<file path="config.mk">
export PLATFORM = sky130hd
export DESIGN_NAME = ubrp_ctrl
export DESIGN_NICKNAME = d
export VERILOG_FILES = /design/src/hw/rtl/ubrp_pkg.sv /design/src/hw/rtl/ubrp_ctrl.sv
export SDC_FILE = /design/constraint.sdc
export NUM_CORES = 1
export LEC_CHECK = 0
export BUFFER_PORTS_ARGS = -buffer_cell sky130_fd_sc_hd__buf_2
export CAP_MARGIN = 20
export CORE_AREA = 2 2 39 41
export CTS_BUF_LIST = sky130_fd_sc_hd__clkbuf_16
export CTS_CLUSTER_SIZE = 8
export DETAILED_ROUTE_END_ITERATION = 7
export DIE_AREA = 0 0 41 43
export RECOVER_POWER = 25
export SYNTH_ARGS = -nofsm -noshare
export SYNTH_HDL_FRONTEND = slang
export SYNTH_SLANG_ARGS = --single-unit
</file>
<file path="constraint.sdc">
create_clock -name aclk -period 0.9 [get_ports aclk]
set_input_delay 0.045 -clock aclk [delete_from_list [all_inputs] [get_ports aclk]]
set_output_delay 0.045 -clock aclk [all_outputs]
set_load 0.01 [all_outputs]
</file>
<file path="src/hw/rtl/ubrp_pkg.sv">
`default_nettype none
// ----------------------------------------------------------------------------
// ubrp_pkg
// Shared constants, command codes and control/status types for the bulk IN
// ring packetizer.
// ----------------------------------------------------------------------------
package ubrp_pkg;

    localparam int RING_DEPTH = 2048;
    localparam int MAX_PACKET = 64;

    localparam int RING_AW = $clog2(RING_DEPTH);
    localparam int IDX_W   = RING_AW + 1;
    localparam int LEN_W   = $clog2(MAX_PACKET + 1);
    localparam int DATA_W  = 8;
    localparam int KIND_W  = 2;
    localparam int PS_W    = 7;
    localparam int PS_RESET = 64;

    localparam int PADDR_W = 3;
    localparam int PDATA_W = 32;
    localparam int REG_IDX_W = PADDR_W - 2;

    localparam logic [REG_IDX_W-1:0] REG_PACKET_SIZE = REG_IDX_W'(0);

    localparam logic [KIND_W-1:0] KIND_WRITE = 2'd0;
    localparam logic [KIND_W-1:0] KIND_TICK  = 2'd1;
    localparam logic [KIND_W-1:0] KIND_DONE  = 2'd2;

    typedef enum logic [1:0] {
        ST_IDLE,
        ST_CHUNK,
        ST_READ,
        ST_OUT
    } state_t;

    typedef struct packed {
        logic wr_byte;
        logic tick;
        logic stop;
        logic load_chunk;
        logic rd_issue;
        logic advance;
    } cmd_t;

    typedef struct packed {
        logic sending;
        logic tick_hit;
        logic span_zero;
        logic last_byte;
    } status_t;

endpackage

`default_nettype wire

</file>
<file path="src/hw/rtl/ubrp_ctrl.sv">
`default_nettype none
// ----------------------------------------------------------------------------
// ubrp_ctrl
// Controller: takes input items, sequences chunk setup, memory reads and the
// hand-off of each packet byte.
// ----------------------------------------------------------------------------
module ubrp_ctrl (
    input  wire logic                        aclk,
    input  wire logic                        aresetn,
    input  wire logic                        s_valid,
    input  wire logic [ubrp_pkg::KIND_W-1:0] s_kind,
    output logic                             s_ready,
    output logic                             m_valid,
    input  wire logic                        m_ready,
    input  wire ubrp_pkg::status_t           status,
    output ubrp_pkg::cmd_t                   cmd
);
    import ubrp_pkg::*;

    state_t state_reg;
    state_t state_next;

    always_ff @(posedge aclk) begin
        if (!aresetn) begin
            state_reg <= ST_IDLE;
        end else begin
            state_reg <= state_next;
        end
    end

    always_comb begin
        state_next = state_reg;
        cmd        = '0;
        s_ready    = 1'b0;
        m_valid    = 1'b0;
        unique case (state_reg)
            ST_IDLE: begin
                s_ready = 1'b1;
                if (s_valid) begin
                    case (s_kind)
                        KIND_WRITE: begin
                            cmd.wr_byte = 1'b1;
                        end
                        KIND_TICK: begin
                            cmd.tick = 1'b1;
                            if (status.tick_hit) begin
                                state_next = ST_CHUNK;
                            end
                        end
                        KIND_DONE: begin
                            if (status.sending) begin
                                if (status.span_zero) begin
                                    cmd.stop = 1'b1;
                                end else begin
                                    state_next = ST_CHUNK;
                                end
                            end
                        end
                        default: begin
                        end
                    endcase
                end
            end
            ST_CHUNK: begin
                cmd.load_chunk = 1'b1;
                state_next     = ST_READ;
            end
            ST_READ: begin
                cmd.rd_issue = 1'b1;
                state_next   = ST_OUT;
            end
            ST_OUT: begin
                m_valid = 1'b1;
                if (m_ready) begin
                    cmd.advance = 1'b1;
                    state_next  = status.last_byte ? ST_IDLE : ST_READ;
                end
            end
            default: begin
                state_next = ST_IDLE;
            end
        endcase
    end

endmodule

`default_nettype wire

</file>
# --- After elaboration in Yosys (flattened, before gate mapping) ---
# Cells that the tools add are included.
word_totals:
  register_bits: 2
  inputBits: 10
  out_inout_bits: 8
  elab_cells: 36
op_classes:
  eq_ne: 11
  muxes: 21
  reduce_logical: 3
op_table:
  columns: ["operator", "n"]
  rows:
  - ["$mux W2", 6]
  - ["$mux W1", 11]
  - ["$ne A3 B3 Y1 const B", 3]
  - ["$pmux W2 S4", 1]
  - ["$eq A2 B2 Y1 const B", 3]
  - ["$mux W3", 2]
  - ["$reduce_and A6 Y1", 1]
  - ["$eq A2 B1 Y1 const B", 2]
  - ["$logic_not A2 Y1", 2]
  - ["$ne A2 B2 Y1 const B", 2]
  - ["$pmux W2 S2", 1]
  - ["$ne A3 B1 Y1 const B", 1]

# --- Longest topological paths before layout ---
logic_depth:
  depth_word: 5
  ltp_mapped: 3
  ltp_nobuf: 3

# --- Least setup slack after synthesis ---
# OpenSTA, ideal clock, no wires.
synth_timing:
  path_type: "register -> output"
  start: "register state_reg[0]"
  end: "output port cmd[5] (netlist bit)"
  arrival_time_ns: 0.893
  setup_slack_ns: -0.038
  stages_incl_launch_ff: 4
  path_cell_list: "dfxtp_1 > nor2_2 > nand2_2 > nor3_1"
synth_rtl:
  columns: ["element", "line", "text"]
  rows:
  - ["from (decl)", "ubrp_ctrl.sv:20", "state_t state_reg;"]
  - ["from (signal assigned)", "ubrp_ctrl.sv:27", "state_reg <= state_next;"]
  - ["to (decl)", "ubrp_ctrl.sv:16", "output ubrp_pkg::cmd_t cmd"]

==> metrics.txt <==
outcome complete, but fails checks; failing checks negative setup slack; drt via density ~4.0; Diodes inserted 0; synth unique cells 18; Final Util 0.309; synth cell count leaders dfxtp_1, nor2b_1, o21ai_1; R2R setup slack about 0.05 ns; Final Cell Area 428 um2; IO Port Bufs 17; sequential share of the synthesized area 0.242; grt total ovfl 0; power density of the placed cells about 2200 mW/mm2; worst setup margin -0.182 ns; ratio of cells with drive above 1 in the final layout 0.717; Post-Syn Nets 31; share of synthesized registers carrying an async set or reset 0; initial antenna violation count 0; setup violation total in the final timing report 8; routability cong. between 0.5 and 0.6; Clock transition at path regs 0.03 ns; Most used DFF post-synth dfxtp_1; Mapped Cells 21; clk root buf clkbuf_16; largest cells by area after synthesis dfxtp_1, nor2b_1, nor3b_2; area share of the largest cell type after synthesis 0.242; post-synthesis simple-gate area fraction 0.598; Post-Synth Adder-Cell Area 0; period utilization 1.20; Final Skew roughly 0.0014 ns; Fin Setup TNS -0.924 ns; # rows 14; mux contribution to synthesized area 0; clock sink count 2; RSZ-0062 raised after global routing yes; synthesized-area fraction occupied by xor and xnor cells 0; critical setup path kind flip-flop to output pin; Worst EP required 0.85 ns; combinational family with the most area after synthesis simple AND/OR/NAND/NOR gates; Post-synth EDFFs 0; Seq cells post-synth 2; Synth area leader dfxtp_1; CTS buffer count 3; max reg flops 2; post-synthesis cell area roughly 170 um2; total number of vias between 200 and 250; Placed Cells 56; Die Wd around 41 um; relative slew slack 0.901; Initial Util 0.119; final hold violation count 0; drt drc 0; Min-Delay Path Class primary input to flip-flop; vias in the first global route 213; drt first pass iters 4; Core Footprint between 0.001 and 0.0015 mm2; Routed WL 529 um; crit-path max FO 6; Final Max Tran Viols 0; Placed Area approximately 290 um2; GRT Total Usage 0.0681; max-cap violation count 0; first-pass GRT wire length roughly 760 um; P&R area growth vs syn 159%; Leak 0.212 nW; I/O pin cnt 18; CTS HTree Levels 1; mean area per synthesized cell ~8 um2; Worst Setup Start Kind flip-flop; hold_ws 0.0862 ns; post-route minimum period about 1.1 ns; Die H 43 um; worst-margin pin slew 0.147 ns; peak supply drop around 520 uV; Fmax achieved between 900 and 1000 MHz; CTS tree yes; fin nets 58; Filler cells about 140; Yosys warning total 0; Synth Area in Compound Gates 0.159; crit end category output pin; deepest clock path buffer count 2; CP Data Arrival Time 1.04 ns; drt wl/cell 8.53 um; largest net degree at the start of global routing 7; die area 0.00176 mm2; initial DRC count 3; Finished Layout Cells 62; Antenna Violating Nets Remaining 0; latest clock arrival within the worst-skew pair about 0.22 ns
[path summary, 6_finish.rpt]
path                                                 from                   endpoint  cells past startpoint
worst max-delay path            state_reg[1]$_SDFFE_PN0P_                     cmd[4]                      4
worst min-delay path                              aresetn  state_reg[0]$_SDFFE_PN0P_                      3
worst max register to register  state_reg[0]$_SDFFE_PN0P_  state_reg[0]$_SDFFE_PN0P_                      4
worst min register to register  state_reg[1]$_SDFFE_PN0P_  state_reg[1]$_SDFFE_PN0P_                      2
[per-stage QoR]
stage	power, W	worst slack [ns]
after CTS	0.000933	-0.230
after global routing	0.00100	-0.239
after global placement	0.000237	0.0288
after floorplan	0.000170	-0.00220
after detailed placement	0.000238	-0.00733
final	0.000953	-0.182
[layer usage]
metal | vias to the layer above | global-route usage | wire length [um]
li1 | 126 | - | -
met1 | 105 | 0.0701 | 227
met2 | 16 | 0.0969 | 242
met3 | 0 | 0.0314 | 58
met4 | 0 | 0.0600 | 0
met5 | - | 0 | 0
[power breakdown]
part,switching [W],internal [W]
combinational,0.0000768,0.000106
clock,0.0000931,0.000565
sequential,0.0000135,0.0000998
[timing repair]
| action | 4_1_cts | 5_1_grt |
|---|---|---|
| pin swaps | 3 | 1 |
| endpoints found under the setup margin | 7 | 8 |
| endpoints found under the hold margin | 1 | 0 |
| gates resized for setup | 5 | 6 |
| hold buffers | 1 | 0 |
| setup buffers | 1 | 1 |
[area by class of cell]
class,count,area (um2),area share
clock buffers,3,75.1,0.175
multi-input cells,19,143,0.333
flip-flops and latches,2,45.0,0.105
well taps,16,20.0,0.0468
repair buffers,22,145,0.339
[cell families (layout without fill, tap and decap cells)]
| group | Yosys count | in the layout |
|---|---|---|
| AND/OR/NAND/NOR | 14 | 14 |
| AO/OA/AOI/OAI | 5 | 5 |
| flip-flops | 2 | 2 |
| buffers and inverters | 0 | 25 |
[worst max-delay path, stage by stage (launching register included)]
cell	delay, ns
dfxtp_4	0.35
nor2_4	0.11
nand2_4	0.07
nor3b_2	0.14
buf_2	0.14
[cells in the final DEF, fill, tap and decap left out, drive strengths merged]
master       synthesis  layout
dfxtp                2       2
nand3b               1       1
and2                 1       1
nor2b                3       3
clkbuf               0       3
nand2                1       1
nor3                 2       2
nand3                1       1
and3                 1       1
and3b                1       1
nor2                 2       2
dlygate4sd3          0       1
nor3b                1       1
buf                  0      21
o21ai                3       3
a21oi                1       1
a31oi                1       1
No activity file was read; power rests on OpenSTA's default activity.
